`src/rtl/core/pcd_pkg.sv`:
```
`default_nettype none

package pcd_pkg;

  localparam logic [31:0] CwIdle    = 32'h7A89_C197;
  localparam logic [31:0] CwSync    = 32'h7CD2_15D8;
  localparam int unsigned AddrWidth = 21;
  localparam int unsigned DataBits  = 20;
  localparam int unsigned StepBits  = 4;

  typedef enum logic [1:0] {
    CFG_FILTER_ADDR = 2'd0,
    CFG_FILTER_MASK = 2'd1,
    CFG_INVERT      = 2'd2
  } cfg_index_e;

  typedef enum logic [1:0] {
    EV_ADDR = 2'd0,
    EV_CHAR = 2'd1,
    EV_END  = 2'd2
  } event_kind_e;

  typedef enum logic [1:0] {
    JOB_ADDR = 2'd0,
    JOB_IDLE = 2'd1,
    JOB_DATA = 2'd2
  } job_kind_e;

  typedef struct packed {
    job_kind_e              kind;
    logic                   numeric;
    logic [AddrWidth-1:0]   addr;
    logic [1:0]             fn;
    logic [DataBits-1:0]    data;
  } job_t;

  typedef struct packed {
    event_kind_e            kind;
    logic [6:0]             char_value;
    logic [AddrWidth-1:0]   addr;
    logic [1:0]             fn;
    logic                   last;
  } result_t;

  function automatic logic [6:0] bcd_char(input logic [3:0] v);
    logic [6:0] c;
    case (v)
      4'hA:    c = 7'h2A;
      4'hB:    c = 7'h55;
      4'hC:    c = 7'h20;
      4'hD:    c = 7'h2D;
      4'hE:    c = 7'h29;
      4'hF:    c = 7'h28;
      default: c = 7'h30 + {3'b000, v};
    endcase
    return c;
  endfunction

endpackage

`default_nettype wire

```
`src/rtl/core/pcd_fifo.sv`:
```
`default_nettype none

module pcd_fifo #(
  parameter int unsigned Width = 8,
  parameter int unsigned Depth = 2
) (
  input  wire logic             clk_i,
  input  wire logic             rst_ni,
  input  wire logic             push_i,
  input  wire logic [Width-1:0] wdata_i,
  output logic                  full_o,
  input  wire logic             pop_i,
  output logic [Width-1:0]      rdata_o,
  output logic                  empty_o
);

  localparam int unsigned PtrW = (Depth > 1) ? $clog2(Depth) : 1;
  localparam int unsigned CntW = $clog2(Depth + 1);
  localparam logic [PtrW-1:0] LastPtr = PtrW'(Depth - 1);
  localparam logic [CntW-1:0] FullCnt = CntW'(Depth);

  logic [Width-1:0] mem_q [Depth];
  logic [PtrW-1:0]  wptr_q, wptr_d, rptr_q, rptr_d;
  logic [CntW-1:0]  cnt_q, cnt_d;
  logic             do_push, do_pop;

  assign full_o  = (cnt_q == FullCnt);
  assign empty_o = (cnt_q == '0);
  assign do_push = push_i && !full_o;
  assign do_pop  = pop_i && !empty_o;
  assign rdata_o = mem_q[rptr_q];

  always_comb begin
    wptr_d = wptr_q;
    rptr_d = rptr_q;
    cnt_d  = cnt_q;
    if (do_push) begin
      wptr_d = (wptr_q == LastPtr) ? '0 : wptr_q + 1'b1;
    end
    if (do_pop) begin
      rptr_d = (rptr_q == LastPtr) ? '0 : rptr_q + 1'b1;
    end
    if (do_push && !do_pop) begin
      cnt_d = cnt_q + 1'b1;
    end else if (do_pop && !do_push) begin
      cnt_d = cnt_q - 1'b1;
    end
  end

  always_ff @(posedge clk_i or negedge rst_ni) begin
    if (!rst_ni) begin
      wptr_q <= '0;
      rptr_q <= '0;
      cnt_q  <= '0;
    end else begin
      wptr_q <= wptr_d;
      rptr_q <= rptr_d;
      cnt_q  <= cnt_d;
    end
  end

  always_ff @(posedge clk_i) begin
    if (do_push) begin
      mem_q[wptr_q] <= wdata_i;
    end
  end

  a_cnt_bound: assert property (@(posedge clk_i) disable iff (!rst_ni)
    cnt_q <= FullCnt)
    else $error("fifo count beyond depth");

  a_push_fills: assert property (@(posedge clk_i) disable iff (!rst_ni)
    (do_push && !do_pop) |=> !empty_o)
    else $error("fifo empty after a lone push");

endmodule

`default_nettype wire

```
`src/rtl/core/pcd_front.sv`:
```
`default_nettype none

module pcd_front (
  input  wire logic                          clk_i,
  input  wire logic                          rst_ni,
  input  wire logic                          cfg_we_i,
  input  wire logic [1:0]                    cfg_index_i,
  input  wire logic [pcd_pkg::AddrWidth-1:0] cfg_data_i,
  input  wire logic                          accept_i,
  input  wire logic [31:0]                   codeword_i,
  output logic                               job_push_o,
  output pcd_pkg::job_t                      job_o
);

  import pcd_pkg::*;

  logic [AddrWidth-1:0] filt_addr_q, filt_mask_q;
  logic                 invert_q;
  logic                 in_msg_q, in_msg_d;
  logic                 numeric_q, numeric_d;
  logic [4:0]           fpos_q, fpos_d;
  logic [31:0]          word;
  logic [AddrWidth-1:0] addr;
  logic                 is_sync, is_idle;

  // polarity register at 0 means the line is inverted
  assign word    = invert_q ? codeword_i : ~codeword_i;
  assign is_sync = (word == CwSync);
  assign is_idle = (word == CwIdle);
  // frame slot is (position after increment - 1) / 2, i.e. the old position
  assign addr    = {word[30:13], fpos_q[3:1]};

  always_comb begin
    in_msg_d     = in_msg_q;
    numeric_d    = numeric_q;
    fpos_d       = fpos_q + 5'd1;
    job_push_o   = 1'b0;
    job_o.kind   = JOB_DATA;
    job_o.numeric = numeric_q;
    job_o.addr   = addr;
    job_o.fn     = word[12:11];
    job_o.data   = word[30:11];
    if (is_sync) begin
      fpos_d = '0;
    end else if (!in_msg_q) begin
      if (!is_idle && !word[31] && (((addr ^ filt_addr_q) & filt_mask_q) == '0)) begin
        in_msg_d   = 1'b1;
        numeric_d  = (word[12:11] == 2'b00);
        job_push_o = accept_i;
        job_o.kind = JOB_ADDR;
      end
    end else if (is_idle) begin
      in_msg_d   = 1'b0;
      job_push_o = accept_i;
      job_o.kind = JOB_IDLE;
    end else begin
      job_push_o = accept_i;
    end
  end

  always_ff @(posedge clk_i or negedge rst_ni) begin
    if (!rst_ni) begin
      filt_addr_q <= '0;
      filt_mask_q <= '1;
      invert_q    <= 1'b0;
      in_msg_q    <= 1'b0;
      numeric_q   <= 1'b0;
      fpos_q      <= '0;
    end else begin
      if (cfg_we_i) begin
        case (cfg_index_i)
          CFG_FILTER_ADDR: filt_addr_q <= cfg_data_i;
          CFG_FILTER_MASK: filt_mask_q <= cfg_data_i;
          CFG_INVERT:      invert_q    <= cfg_data_i[0];
          default:         ;
        endcase
      end
      if (accept_i) begin
        in_msg_q  <= in_msg_d;
        numeric_q <= numeric_d;
        fpos_q    <= fpos_d;
      end
    end
  end

endmodule

`default_nettype wire

```
`src/rtl/core/pcd_back.sv`:
```
`default_nettype none

module pcd_back (
  input  wire logic           clk_i,
  input  wire logic           rst_ni,
  input  wire logic           job_empty_i,
  input  wire pcd_pkg::job_t  job_i,
  output logic                job_pop_o,
  input  wire logic           res_full_i,
  output logic                res_push_o,
  output pcd_pkg::result_t    res_o
);

  import pcd_pkg::*;

  typedef enum logic {
    S_IDLE,
    S_DATA
  } state_e;

  state_e                state_q;
  logic [2:0]            step_q;
  logic [DataBits-1:0]   data_q;
  logic                  numeric_q;
  logic [2:0]            cnt_q, cnt_d;
  logic [6:0]            acc_q, acc_d;
  logic [2:0]            size;
  logic [6:0]            sym_acc, sym;
  logic                  got;
  logic [4:0]            rem_bits;
  logic                  last_sym;

  assign size = numeric_q ? 3'd4 : 3'd7;

  // one nibble of the symbol stream per step, at most one symbol completes
  always_comb begin
    acc_d   = acc_q;
    cnt_d   = cnt_q;
    got     = 1'b0;
    sym_acc = '0;
    for (int i = 0; i < StepBits; i++) begin
      acc_d = {acc_d[5:0], data_q[DataBits-1-i]};
      cnt_d = cnt_d + 3'd1;
      if (cnt_d == size) begin
        sym_acc = acc_d;
        got     = 1'b1;
        acc_d   = '0;
        cnt_d   = '0;
      end
    end
  end

  // symbols go out lsb first, so reverse within the symbol size
  always_comb begin
    sym = '0;
    for (int i = 0; i < 7; i++) begin
      if (numeric_q) begin
        if (i < 4) sym[i] = sym_acc[3-i];
      end else begin
        sym[i] = sym_acc[6-i];
      end
    end
  end

  assign rem_bits = 5'd16 - {step_q, 2'b00};
  assign last_sym = ({3'b000, cnt_d} + {1'b0, rem_bits}) < {3'b000, size};

  always_comb begin
    job_pop_o        = 1'b0;
    res_push_o       = 1'b0;
    res_o.kind       = EV_CHAR;
    res_o.char_value = numeric_q ? bcd_char(sym[3:0]) : sym;
    res_o.addr       = '0;
    res_o.fn         = '0;
    res_o.last       = last_sym;
    case (state_q)
      S_IDLE: begin
        if (!job_empty_i) begin
          case (job_i.kind)
            JOB_ADDR: begin
              res_o.kind       = EV_ADDR;
              res_o.char_value = '0;
              res_o.addr       = job_i.addr;
              res_o.fn         = job_i.fn;
              res_o.last       = 1'b1;
              res_push_o       = !res_full_i;
              job_pop_o        = !res_full_i;
            end
            JOB_IDLE: begin
              res_o.kind       = EV_END;
              res_o.char_value = '0;
              res_o.last       = 1'b1;
              res_push_o       = !res_full_i;
              job_pop_o        = !res_full_i;
            end
            default: job_pop_o = 1'b1;
          endcase
        end
      end
      S_DATA: res_push_o = got && !res_full_i;
      default: ;
    endcase
  end

  always_ff @(posedge clk_i or negedge rst_ni) begin
    if (!rst_ni) begin
      state_q   <= S_IDLE;
      step_q    <= '0;
      numeric_q <= 1'b0;
      cnt_q     <= '0;
      acc_q     <= '0;
      data_q    <= '0;
    end else begin
      case (state_q)
        S_IDLE: begin
          if (job_pop_o) begin
            if (job_i.kind == JOB_DATA) begin
              state_q   <= S_DATA;
              step_q    <= '0;
              numeric_q <= job_i.numeric;
              data_q    <= job_i.data;
            end else begin
              // held symbol bits are dropped at a new match or message end
              cnt_q <= '0;
              acc_q <= '0;
            end
          end
        end
        S_DATA: begin
          if (!got || !res_full_i) begin
            cnt_q  <= cnt_d;
            acc_q  <= acc_d;
            data_q <= {data_q[DataBits-StepBits-1:0], {StepBits{1'b0}}};
            step_q <= step_q + 3'd1;
            if (step_q == 3'(DataBits / StepBits - 1)) begin
              state_q <= S_IDLE;
            end
          end
        end
        default: state_q <= S_IDLE;
      endcase
    end
  end

  a_no_push_full: assert property (@(posedge clk_i) disable iff (!rst_ni)
    res_push_o |-> !res_full_i)
    else $error("result pushed into a full queue");

  a_carry_bound: assert property (@(posedge clk_i) disable iff (!rst_ni)
    cnt_q <= 3'd6)
    else $error("held bit count reached a whole symbol");

  a_carry_drop: assert property (@(posedge clk_i) disable iff (!rst_ni)
    (state_q == S_IDLE && job_pop_o && job_i.kind != JOB_DATA) |=> cnt_q == '0)
    else $error("held bits survived a match or message end");

endmodule

`default_nettype wire

```
`src/rtl/core/pocsag_codeword_decoder.sv`:
```
`default_nettype none

// pocsag codeword decoder, receive side
// input channel: drive codeword_i and raise push; a transfer happens on a
// clock edge with push high and full low. output channel: while empty is low
// the oldest event sits on the result ports; pop high on an edge takes it.
// configuration: cfg_we_i with cfg_index_i (0 filter address, 1 filter mask,
// 2 polarity) and cfg_data_i; the user writes these only while the block is
// idle, which the block itself does not enforce. the front classifies each
// codeword in the cycle it is taken and posts a job into a short queue; the
// back turns address and idle jobs into one event each and unpacks a message
// codeword four data bits a cycle, pausing while a finished character meets
// a full result queue; a message word yields up to five characters. message
// data throughput is set by the nibble-serial unpacker, which takes no new
// job until it is done with a message word; sync, idle-while-hunting and
// unmatched words are dropped by the front and cost no back time.
// reset empties both queues, returns to address hunting and sets the filter
// to address zero with every bit compared. when pop is held low the result
// queue fills, the back stalls, then the job queue fills and full rises.
module pocsag_codeword_decoder #(
  parameter int unsigned JobDepth = 2,
  parameter int unsigned ResDepth = 2
) (
  input  wire logic                          clk_i,
  input  wire logic                          rst_ni,
  input  wire logic                          cfg_we_i,
  input  wire logic [1:0]                    cfg_index_i,
  input  wire logic [pcd_pkg::AddrWidth-1:0] cfg_data_i,
  input  wire logic                          push,
  output logic                               full,
  input  wire logic [31:0]                   codeword_i,
  output logic                               empty,
  input  wire logic                          pop,
  output logic [1:0]                         event_kind_o,
  output logic [6:0]                         char_value_o,
  output logic [pcd_pkg::AddrWidth-1:0]      matched_address_o,
  output logic [1:0]                         function_bits_o,
  output logic                               last_o
);

  import pcd_pkg::*;

  logic    accept;
  logic    job_push, job_pop, job_empty;
  job_t    job_in, job_out;
  logic    res_push, res_full;
  result_t res_in, res_out;

  assign accept = push && !full;

  pcd_front u_front (
    .clk_i       (clk_i),
    .rst_ni      (rst_ni),
    .cfg_we_i    (cfg_we_i),
    .cfg_index_i (cfg_index_i),
    .cfg_data_i  (cfg_data_i),
    .accept_i    (accept),
    .codeword_i  (codeword_i),
    .job_push_o  (job_push),
    .job_o       (job_in)
  );

  pcd_fifo #(
    .Width ($bits(job_t)),
    .Depth (JobDepth)
  ) u_job_fifo (
    .clk_i   (clk_i),
    .rst_ni  (rst_ni),
    .push_i  (job_push),
    .wdata_i (job_in),
    .full_o  (full),
    .pop_i   (job_pop),
    .rdata_o (job_out),
    .empty_o (job_empty)
  );

  pcd_back u_back (
    .clk_i       (clk_i),
    .rst_ni      (rst_ni),
    .job_empty_i (job_empty),
    .job_i       (job_out),
    .job_pop_o   (job_pop),
    .res_full_i  (res_full),
    .res_push_o  (res_push),
    .res_o       (res_in)
  );

  pcd_fifo #(
    .Width ($bits(result_t)),
    .Depth (ResDepth)
  ) u_res_fifo (
    .clk_i   (clk_i),
    .rst_ni  (rst_ni),
    .push_i  (res_push),
    .wdata_i (res_in),
    .full_o  (res_full),
    .pop_i   (pop),
    .rdata_o (res_out),
    .empty_o (empty)
  );

  assign event_kind_o      = res_out.kind;
  assign char_value_o      = res_out.char_value;
  assign matched_address_o = res_out.addr;
  assign function_bits_o   = res_out.fn;
  assign last_o            = res_out.last;

endmodule

`default_nettype wire

```
`config.mk`:
```
export PLATFORM = sky130hd
export DESIGN_NAME = pocsag_codeword_decoder
export DESIGN_NICKNAME = d
export VERILOG_FILES = /design/src/rtl/core/pcd_pkg.sv /design/src/rtl/core/pcd_fifo.sv /design/src/rtl/core/pcd_front.sv /design/src/rtl/core/pcd_back.sv /design/src/rtl/core/pocsag_codeword_decoder.sv
export SDC_FILE = /design/constraint.sdc
export NUM_CORES = 1
export LEC_CHECK = 0
export BUFFER_PORTS_ARGS = -buffer_cell sky130_fd_sc_hd__buf_2
export CORE_MARGIN = 5
export CORE_UTILIZATION = 40
export CTS_CLUSTER_DIAMETER = 80
export DETAILED_ROUTE_END_ITERATION = 8
export PLACE_DENSITY = 0.63
export SLEW_MARGIN = 20
export SYNTH_ARGS = -nofsm -noshare
export SYNTH_HDL_FRONTEND = slang
export SYNTH_HIERARCHICAL = 1
export SYNTH_SLANG_ARGS = --single-unit
```
`constraint.sdc`:
```
create_clock -name clk_i -period 9.65 [get_ports clk_i]
set_input_delay 1.4475 -clock clk_i [delete_from_list [all_inputs] [get_ports clk_i]]
set_output_delay 1.4475 -clock clk_i [all_outputs]
set_load 0.05 [all_outputs]
```
==> results of run 1 <==
==> critical path, stage by stage (launching register included) <==
cell and delay (ns):
dfrtp_1 0.89, clkinv_1 0.55, a31oi_1 0.46, ha_1 0.32, nor2b_1 0.15, a21oi_1 0.27, nand2_1 0.24, nand2_1 0.20
and2_1 0.15, ha_1 0.24, nor2b_1 0.19, o211ai_1 0.22, a21oi_1 0.13, a31o_2 0.22, a22oi_1 0.46, and2_1 0.21
ha_1 0.25, or3_1 0.39, a22o_4 0.35, nand2_1 0.09, a21oi_1 0.07, nor2_1 0.15, nand2_1 0.13, nor2_2 0.22
buf_4 0.40
==> stage by stage <==
| step | util | hold slack [ns] | cell area (um^2) | cells |
|---|---|---|---|---|
| 3_3_place_gp | 0.4219 | 0.4515 | 13210 | 1353 |
| 2_1_floorplan | - | 0.4492 | 12600 | 905 |
| 3_5_place_dp | 0.4219 | 0.4671 | 13210 | 1353 |
| 4_1_cts | 0.4491 | 0.4809 | 14060 | 1401 |
| 5_1_grt | 0.4494 | 0.4942 | 14070 | 1402 |
| 6_report | 0.4496 | 0.4833 | 14080 | 1404 |
==> worst paths after layout <==
check / start / end / slack [ns] / cells past startpoint
worst max-delay path: u_back/numeric_q / u_res_fifo/mem_q[0][8] / 2.30 / 24
worst min-delay path: u_front/numeric_q / u_job_fifo/mem_q[0][43] / 0.48 / 0
worst max register to register: u_back/numeric_q / u_res_fifo/mem_q[0][8] / 2.30 / 24
worst min register to register: u_front/numeric_q / u_job_fifo/mem_q[0][43] / 0.48 / 0
max in group asynchronous: rst_ni / u_res_fifo/rptr_q / 7.60 / 2
min in group asynchronous: rst_ni / u_front/filt_addr_q[8] / 0.89 / 1
==> metal layers <==
layer | track usage | wire [um] | part of all wire
met1 | 0.2019 | 11990 | 0.49
met3 | 0.03183 | 1322 | 0.054
met2 | 0.2133 | 10760 | 0.44
met4 | 0.02767 | 455 | 0.019
met5 | 0 | 13 | 0.00053
==> cells by family (layout without fill, tap and decap cells) <==
family	count (synthesis)	in the layout
AOI/OAI and AO/OA	124	124
xor gates and xnor gates	57	57
adders and majority gates	13	13
buffers and inverters	77	171
DFF	249	249
muxes	159	159
other	0	3
and+or+nand+nor	226	226
==> state kept, by name, indices dropped and copies added (netlist names), 3 cells and up <==
signal	flops
u_res_fifo/mem_q	66
u_back/acc_q	6
u_front/filt_mask_q	21
u_front/filt_addr_q	21
u_front/fpos_q	4
u_job_fifo/mem_q	92
u_back/step_q	3
u_back/data_q	20
u_back/cnt_q	3
==> layout make-up <==
| type | count | area, um^2 | area share |
|---|---|---|---|
| flip-flops and latches | 249 | 7052 | 0.5010 |
| multi-input cells | 579 | 5035 | 0.3577 |
| clock buffers | 38 | 770.7 | 0.05476 |
| repair buffers | 106 | 563.0 | 0.04000 |
| well taps | 402 | 503.0 | 0.03573 |
| clock inverters | 10 | 81.33 | 0.005778 |
| inverters | 17 | 63.81 | 0.004533 |
| diodes | 3 | 7.507 | 0.0005333 |
==> where the power goes <==
part	internal, mW	leakage, nW	switching [mW]	total, mW
registers	1.56	2.52	0.195	1.75
clock network	0.581	0.419	0.398	0.979
logic	1.03	2.72	1.60	2.63
==> cells in the mapped netlist, drive strengths merged, types with 5 or more instances <==
cell type / count / area (um^2)
dfstp: 21 / 551.8
clkbuf: 8 / 31.28
o21ai: 41 / 209.0
a22oi: 9 / 81.33
mux2i: 32 / 345.3
nand3b: 5 / 37.54
nand2: 80 / 300.3
a211oi: 5 / 42.54
nand2b: 8 / 57.55
a31oi: 6 / 43.79
and3: 11 / 68.82
a21oi: 23 / 118.9
nand3: 19 / 107.6
ha: 13 / 162.7
and2: 32 / 200.2
xor2: 14 / 137.6
inv: 16 / 60.06
edfxtp: 158 / 4745
buf: 52 / 449.2
nor2: 21 / 78.83
nor3b: 8 / 65.06
xnor3: 13 / 292.8
dfrtp: 70 / 1752
xnor2: 30 / 289.0
nor2b: 8 / 57.55
mux2: 127 / 1652
nor3: 5 / 25.02
==> flow_summary.yaml, run 1 <==
worst_setup_path:
  startpoint_type: "flip-flop"
  crit_fanout: 29
  cp.arrival_ns: 7.52
  path_class: "reg2reg"
  crit_required_ns: 9.82
  crit_path_end_kind: "flip-flop"
timing:
  relSlewSlack: 0.3044
  setup-violations-final: 0
  worst_pin_slew_ns: 1.043
  timing.final.crit_share: 0.7614
  finClkSkew_ns: 0.01111
  fin_crit_ns: 7.347
  finalSetupTns_ns: 0
  max_freq_mhz: 136.1
  drv_slew: 0
  hold_viol: 0
  rsz0062_at_grt: "false"
  worst_slack_ns: 2.303
placement:
  gp_congestion: 0.7996
  dp_slack_ns: 2.273
  port_buffers: 94
  dpl.hpwl_mm: 17.35
routing:
  drt_iter0_drc: 313
  postRouteAntennaNets: 0
  wire_per_inst_um: 17.48
  first_pass_iters: 4
  vias_per_cell: 5.083
  drt_wl_total_mm: 24.54
  vias: 7137
  drcViolationCount: 0
logic_synthesis:
  synthesis.area_um2: 12600
  yosys_warnings: 6
  synth_cell_type_count: 92
  synth.area.mux_share: 0.1584
  synthAdderAreaFrac: 0.01291
  seq_area_frac_synth: 0.5592
  syn_nets: 978
  synth_area_per_cell_um2: 13.93
  synth_cells: 905
  synth_xor_area_frac: 0.05708
  synth_compound_area_frac: 0.06890
  synth_edf_count: 158
  ys_ff_latch: 249
  yosys.area_share.simple: 0.1003
  synth_top_family_by_area: "multiplexers"
  synth_flop_cell: "edfxtp_1"
  async_flop_share: 0.3655
clocking:
  cts_buffers: 26
  cts_max_level: 1
  clock_sinks: 249
  clockRootBuffer: "clkbuf_16"
  clk_pin_slew_ns: 0.06
  ctsHoldBuffers: 0
  post_cts_buffers: 0
  clk-insertion-delay-late_ns: 0.52
  cts_buffer_depth: 3
  cts_tree: "built"
  cts-resized-gates: 0
grt:
  grt-ovfl-total: 0
  grt_pass1_wl_mm: 39.93
  grt_max_degree: 57
  grt_pass1_vias: 7334
  antenna_found_initial: 3
  grt_usage: 0.1382
floorplan:
  ios: 95
  start_util: 0.4025
  rows: 65
  die_width_um: 187.5
  core-area_um2: 31310
  dieHeight_um: 187.5
  die-area_um2: 35160
cells_and_area:
  nets: 1052
  final_common_cell: "edfxtp_1"
  fillers: 2791
  drive_gt1_frac: 0.3153
  layout_common_cells: "edfxtp_1 (158), buf_2 (93), nand2_1 (80), dfrtp_1 (67), mux2_4 (59)"
  syn_to_final_growth_pct: 11.68
power_and_ir_drop:
  p_leak_nw: 5.658
  p_per_area_nw_per_um2: 380.9
  finalPower_mw: 5.362
  ir_worst_vdd_mv: 0.1775
flow_run:
  max-cap-violations: 0
worst_hold_path:
  hp-class: "reg2reg"
outcome:
  status: "complete, no violations"
Power figures use the tool's default switching activity.
==> inputs of run 2 (changes only) <==
Clock period 9.65 ns to 7.2 ns, I/O delays scaled along.
==> flow_summary.yaml, run 2 (synthesis results as in run 1) <==
cells_and_area:
  diodes: 0
  fin_util: 0.4510
  largest_reg_flops: 92
  final_common_cell: "edfxtp_1"
  nets: 1057
  largest-register: "u_job_fifo/mem_q"
  layout_common_cells: "edfxtp_1 (158), buf_2 (93), nand2_1 (80), dfrtp_1 (67), mux2_4 (59)"
  syn_to_final_growth_pct: 12.04
  regArea_um2: 7052
  fillers: 2783
  multi_input_area_um2: 5037
  top_regs: "u_job_fifo/mem_q (92), u_res_fifo/mem_q (66)"
  drive_gt1_frac: 0.3167
outcome:
  status: "complete, no violations"
power_and_ir_drop:
  switching_share: 0.4060
  seqPwrFrac: 0.324
  finalPower_mw: 7.236
  p_leak_nw: 5.683
  p_clk_frac: 0.183
  intPower_mw: 4.298
  ir_worst_vdd_mv: 0.2216
  p_per_area_nw_per_um2: 512.4
  pwr-share-comb: 0.493
  netSwitchingPower_mw: 2.938
timing:
  relSlewSlack: 0.2933
  setup-violations-final: 0
  rsz0062_at_grt: "false"
  hold_viol: 0
  drv_slew: 0
  finalSetupTns_ns: 0
  timing.final.crit_share: 0.9168
  worst_pin_slew_ns: 1.060
  max_freq_mhz: 151.5
  fin_crit_ns: 6.601
  finClkSkew_ns: 0.01881
grt:
  grt.met1_usage: 0.2057
  met2_usage: 0.2143
  grt-ovfl-total: 0
  grt_max_degree: 49
  grt_pass1_vias: 7293
  antenna_found_initial: 3
  busiest_layer: "met2"
  grt_usage: 0.1391
  grt_use_met3: 0.02681
  grt_pass1_wl_mm: 40.14
worst_hold_path:
  hp-class: "reg2reg"
worst_setup_path:
  crit_fanout: 25
  path_class: "reg2reg"
  cp.arrival_ns: 6.98
  critical_path.cell_chain: "ha_1 -> or3b_4 -> a21oi_2 -> nor2_1 -> ha_1 -> nor2b_1 -> nand3_1 -> nand2_1 -> nand2_1 -> and2_1 -> ha_1 -> nor2b_2 -> o211ai_1 -> a21oi_1 -> a31o_2 -> a22oi_1 -> and2_1 -> ha_1 -> or3_1 -> a22o_4 -> a21bo_2 -> a21oi_2 -> buf_4 -> o21ai_0"
  cp_common_cell: "ha_1"
  crit_required_ns: 7.58
  startpoint_type: "flip-flop"
  crit_path_end_kind: "flip-flop"
  critical-path-slowest-cell: "dfrtp_1"
  max_stage_delay_ns: 0.49
floorplan:
  die-area_um2: 35160
  die_width_um: 187.5
  start_util: 0.4025
  core-area_um2: 31310
  ios: 95
  rows: 65
  dieHeight_um: 187.5
clocking:
  post_cts_buffers: 0
  clk-insertion-delay-late_ns: 0.52
  clock_sinks: 249
  clk_pin_slew_ns: 0.06
  cts_buffer_depth: 3
  cts_tree: "built"
  cts_max_level: 1
  cts_buffers: 26
  clockRootBuffer: "clkbuf_16"
placement:
  gp_congestion: 0.7876
  dpl.hpwl_mm: 17.66
  port_buffers: 94
routing:
  vias_per_cell: 5.122
  first_pass_iters: 5
  postRouteAntennaNets: 0
  wire_per_inst_um: 17.68
  drt_iter0_drc: 454
  drcViolationCount: 0
  vias: 7201
  drt_wl_total_mm: 24.85
flow_run:
  max-cap-violations: 0
-- run 2: per-layer routing --
metal / part of all wire / vias up
met2: 0.45 / 159
met5: 0.00032 / -
li1: - / 3480
met3: 0.052 / 43
met1: 0.48 / 3517
met4: 0.022 / 2
-- run 2: final timing paths --
check / startpoint / to / slack (ns) / cells after the start
max: u_back/cnt_q[0] / u_back/data_q[14] / 0.60 / 24
min: u_back/data_q[12] / u_back/data_q[12] / 0.49 / 2
max reg2reg: u_back/cnt_q[0] / u_back/data_q[14] / 0.60 / 24
min reg2reg: u_back/data_q[12] / u_back/data_q[12] / 0.49 / 2
max in group asynchronous: rst_ni / u_res_fifo/rptr_q / 5.53 / 2
min in group asynchronous: rst_ni / u_front/filt_addr_q[4] / 0.56 / 1
-- run 2: final cells by class --
type,instances,share of cell area
clock buffers,34,0.04971
clock inverters,14,0.01010
inverters,17,0.004519
multi-input cells,579,0.3567
flip-flops and latches,249,0.4994
well taps,402,0.03562
repair buffers,111,0.04395
-- run 2: metrics by stage --
stage / setup slack [ns] / area, um^2 / hold WS (ns) / std cells
after floorplan: 0.4104 / 12610 / 0.4492 / 905
after global placement: 0.5178 / 13250 / 0.4542 / 1357
after detailed placement: 0.3837 / 13250 / 0.4765 / 1357
after CTS: 0.3802 / 14100 / 0.4907 / 1405
after global routing: 0.06945 / 14120 / 0.5014 / 1406
final: 0.5992 / 14120 / 0.4855 / 1406
-- run 2: power by group through the flow --
| stage | sequential [mW] | combinational, mW | clock, mW |
|---|---|---|---|
| floorplan | 2.25 | 3.06 | 0 |
| global placement | 2.36 | 3.56 | 0 |
| detailed placement | 2.38 | 3.59 | 0 |
| CTS | 2.35 | 3.60 | 1.36 |
| global route | 2.40 | 3.92 | 1.41 |
| finish | 2.35 | 3.57 | 1.32 |
-- run 2: worst max-delay path: cells and delay by family (launching register included) --
family,cells,cell delay [ns]
compound gates,9,1.97
fa+ha+maj,4,1.37
buf+inv,1,0.32
flops,1,0.49
simple gates,10,2.30
-- run 2: timing repair --
| action | 4_1_cts | 5_1_grt |
|---|---|---|
| hold buffers | 0 | 0 |
| gates resized for setup | 0 | 2 |
| endpoints found under the setup margin | 0 | 92 |
==> inputs of run 3 (changes only) <==
Settings changed: ABC_AREA set to 1.
==> flow_summary.yaml, run 3 <==
outcome:
  status: "complete, no violations"
routing:
  wire_per_inst_um: 14.80
  postRouteAntennaNets: 0
  drt_iter0_drc: 714
  drt_wl_total_mm: 28.88
  vias: 9463
  first_pass_iters: 6
  vias_per_cell: 4.848
  drcViolationCount: 0
clocking:
  cts_buffers: 27
  post_cts_buffers: 0
  cts_max_level: 1
  cts_buffer_depth: 3
  clockRootBuffer: "clkbuf_16"
  clock_sinks: 249
  clk_pin_slew_ns: 0.06
  ctsHoldBuffers: 0
  cts-resized-gates: 0
  cts_tree: "built"
  clk-insertion-delay-late_ns: 0.53
worst_setup_path:
  rr_startpoint: "u_back/numeric_q"
  ff2ff_setup_slack_ns: 1.05
  path_class: "reg2reg"
  reg2regPathDepth: 35
  cp_common_cell: "inv_1"
  crit_fanout: 25
  startpoint_type: "flip-flop"
  crit_required_ns: 7.39
  crit_path_end_kind: "flip-flop"
  cp.arrival_ns: 6.34
  max_stage_delay_ns: 0.75
  crit_start: "u_back/numeric_q"
  crit_end: "u_res_fifo/mem_q[0][5]"
  r2r-end: "u_res_fifo/mem_q[0][5]"
  critical-path-slowest-cell: "dfrtp_1"
logic_synthesis:
  synth_cell_type_count: 47
  async_flop_share: 0.3655
  syn_nets: 1543
  synth_cells: 1470
  synth.most_common_cell: "nand2_1"
  synth_flop_cell: "edfxtp_1"
  seq_area_frac_synth: 0.5570
  synth.largest_area_cell: "edfxtp_1"
  synth_area_per_cell_um2: 8.608
  synth_edf_count: 158
  synth.area.top_cells: "edfxtp_1 (37%), nand2_1 (18%), dfrtp_1 (14%), dfstp_2 (4.4%), inv_1 (4.2%)"
  synthesis.area_um2: 12650
  synth_top_cell_area_share: 0.3750
  yosys_warnings: 6
  ys_ff_latch: 249
  synth_commonest_cells: "nand2_1 (605), edfxtp_1 (158), inv_1 (143)"
cells_and_area:
  regArea_um2: 7048
  drive_gt1_frac: 0.1561
  largest-register: "u_job_fifo/mem_q"
  fillers: 3084
  stdcell_area_um2: 14010
  largest_reg_flops: 92
  layout_common_cells: "nand2_1 (605), edfxtp_1 (158), inv_1 (142), nor2_1 (102), buf_2 (93)"
  multi_input_area_um2: 4449
  final_cells: 1952
  fin_util: 0.4463
  syn_to_final_growth_pct: 10.73
  nets: 1602
  final_common_cell: "nand2_1"
  diodes: 0
  top_regs: "u_job_fifo/mem_q (92), u_res_fifo/mem_q (66)"
placement:
  port_buffers: 94
  dp.cells: 1902
  dpl.hpwl_mm: 19.95
  gp_congestion: 0.8016
  place_area_um2: 13160
  dp_slack_ns: 1.100
floorplan:
  die-area_um2: 35290
  rows: 65
  start_util: 0.4031
  die_width_um: 187.9
  ios: 95
  core-area_um2: 31390
  dieHeight_um: 187.9
timing:
  max_freq_mhz: 162.6
  timing.final.crit_share: 0.8539
  drv_slew: 0
  whs_ns: 0.4671
  setup-violations-final: 0
  relSlewSlack: 0.4243
  hold_viol: 0
  rsz0062_at_grt: "false"
  worst_pin_slew_ns: 0.8623
  worst_slack_ns: 1.052
  fin_crit_ns: 6.148
  finClkSkew_ns: 0.01113
  finalSetupTns_ns: 0
grt:
  grt_max_degree: 63
  grt_pass1_vias: 9015
  antenna_found_initial: 1
  grt_usage: 0.1619
  met2_usage: 0.2641
  busiest_layer: "met2"
  grt.met1_usage: 0.2261
  grt-ovfl-total: 0
  grt_pass1_wl_mm: 47.29
  grt_use_met3: 0.03053
power_and_ir_drop:
  ir_worst_vdd_mv: 0.2598
  p_per_area_nw_per_um2: 508.3
  p_leak_nw: 6.469
  finalPower_mw: 7.122
worst_hold_path:
  hp-class: "in2async"
flow_run:
  max-cap-violations: 0
run 3: final cells by class:
cell class,count,area share
flip-flops and latches,249,0.5030
clock inverters,10,0.006251
repair buffers,106,0.04019
clock buffers,40,0.05456
well taps,402,0.03590
multi-input cells,989,0.3176
inverters,156,0.04251
run 3: worst max-delay path: cells and delay by family (launching register included):
kind | cells | cell delay [ns]
fa+ha+maj | 3 | 0.82
flops | 1 | 0.75
buf+inv | 11 | 1.74
compound gates | 1 | 0.15
simple gates | 20 | 2.35
run 3: layer usage:
| metal | vias to the layer above | routed length, um |
|---|---|---|
| met5 | - | 7 |
| met4 | 2 | 644 |
| met3 | 48 | 1676 |
| met2 | 238 | 13250 |
| met1 | 4394 | 13300 |
| li1 | 4781 | - |
run 3: worst min-delay path by stage:
stage	start	to	depth (start not counted)	slack, ns
CTS	rst_ni	u_front/filt_addr_q[6]	1	0.46
global route	rst_ni	u_front/filt_addr_q[6]	1	0.48
detailed placement	u_res_fifo/wptr_q	u_res_fifo/wptr_q	2	0.47
finish	rst_ni	u_front/filt_addr_q[6]	1	0.47
floorplan	u_job_fifo/wptr_q	u_job_fifo/wptr_q	2	0.45
global placement	u_job_fifo/wptr_q	u_job_fifo/wptr_q	2	0.47
run 3: logic make-up after synthesis:
kind of cell | after synthesis | synth area share
xor gates and xnor gates | 6 | 0.004153
buffers and inverters | 232 | 0.09216
adders and majority gates | 13 | 0.01286
AOI/OAI and AO/OA | 120 | 0.05498
DFF | 249 | 0.5570
and+or+nand+nor | 850 | 0.2788
run 3: report_power, final:
part | total, mW | leakage (nW) | switching, mW | internal, mW
combinational | 3.49 | 3.52 | 2.56 | 0.933
sequential | 2.31 | 2.53 | 0.191 | 2.12
clock | 1.32 | 0.412 | 0.549 | 0.772
total | 7.12 | 6.47 | 3.30 | 3.82
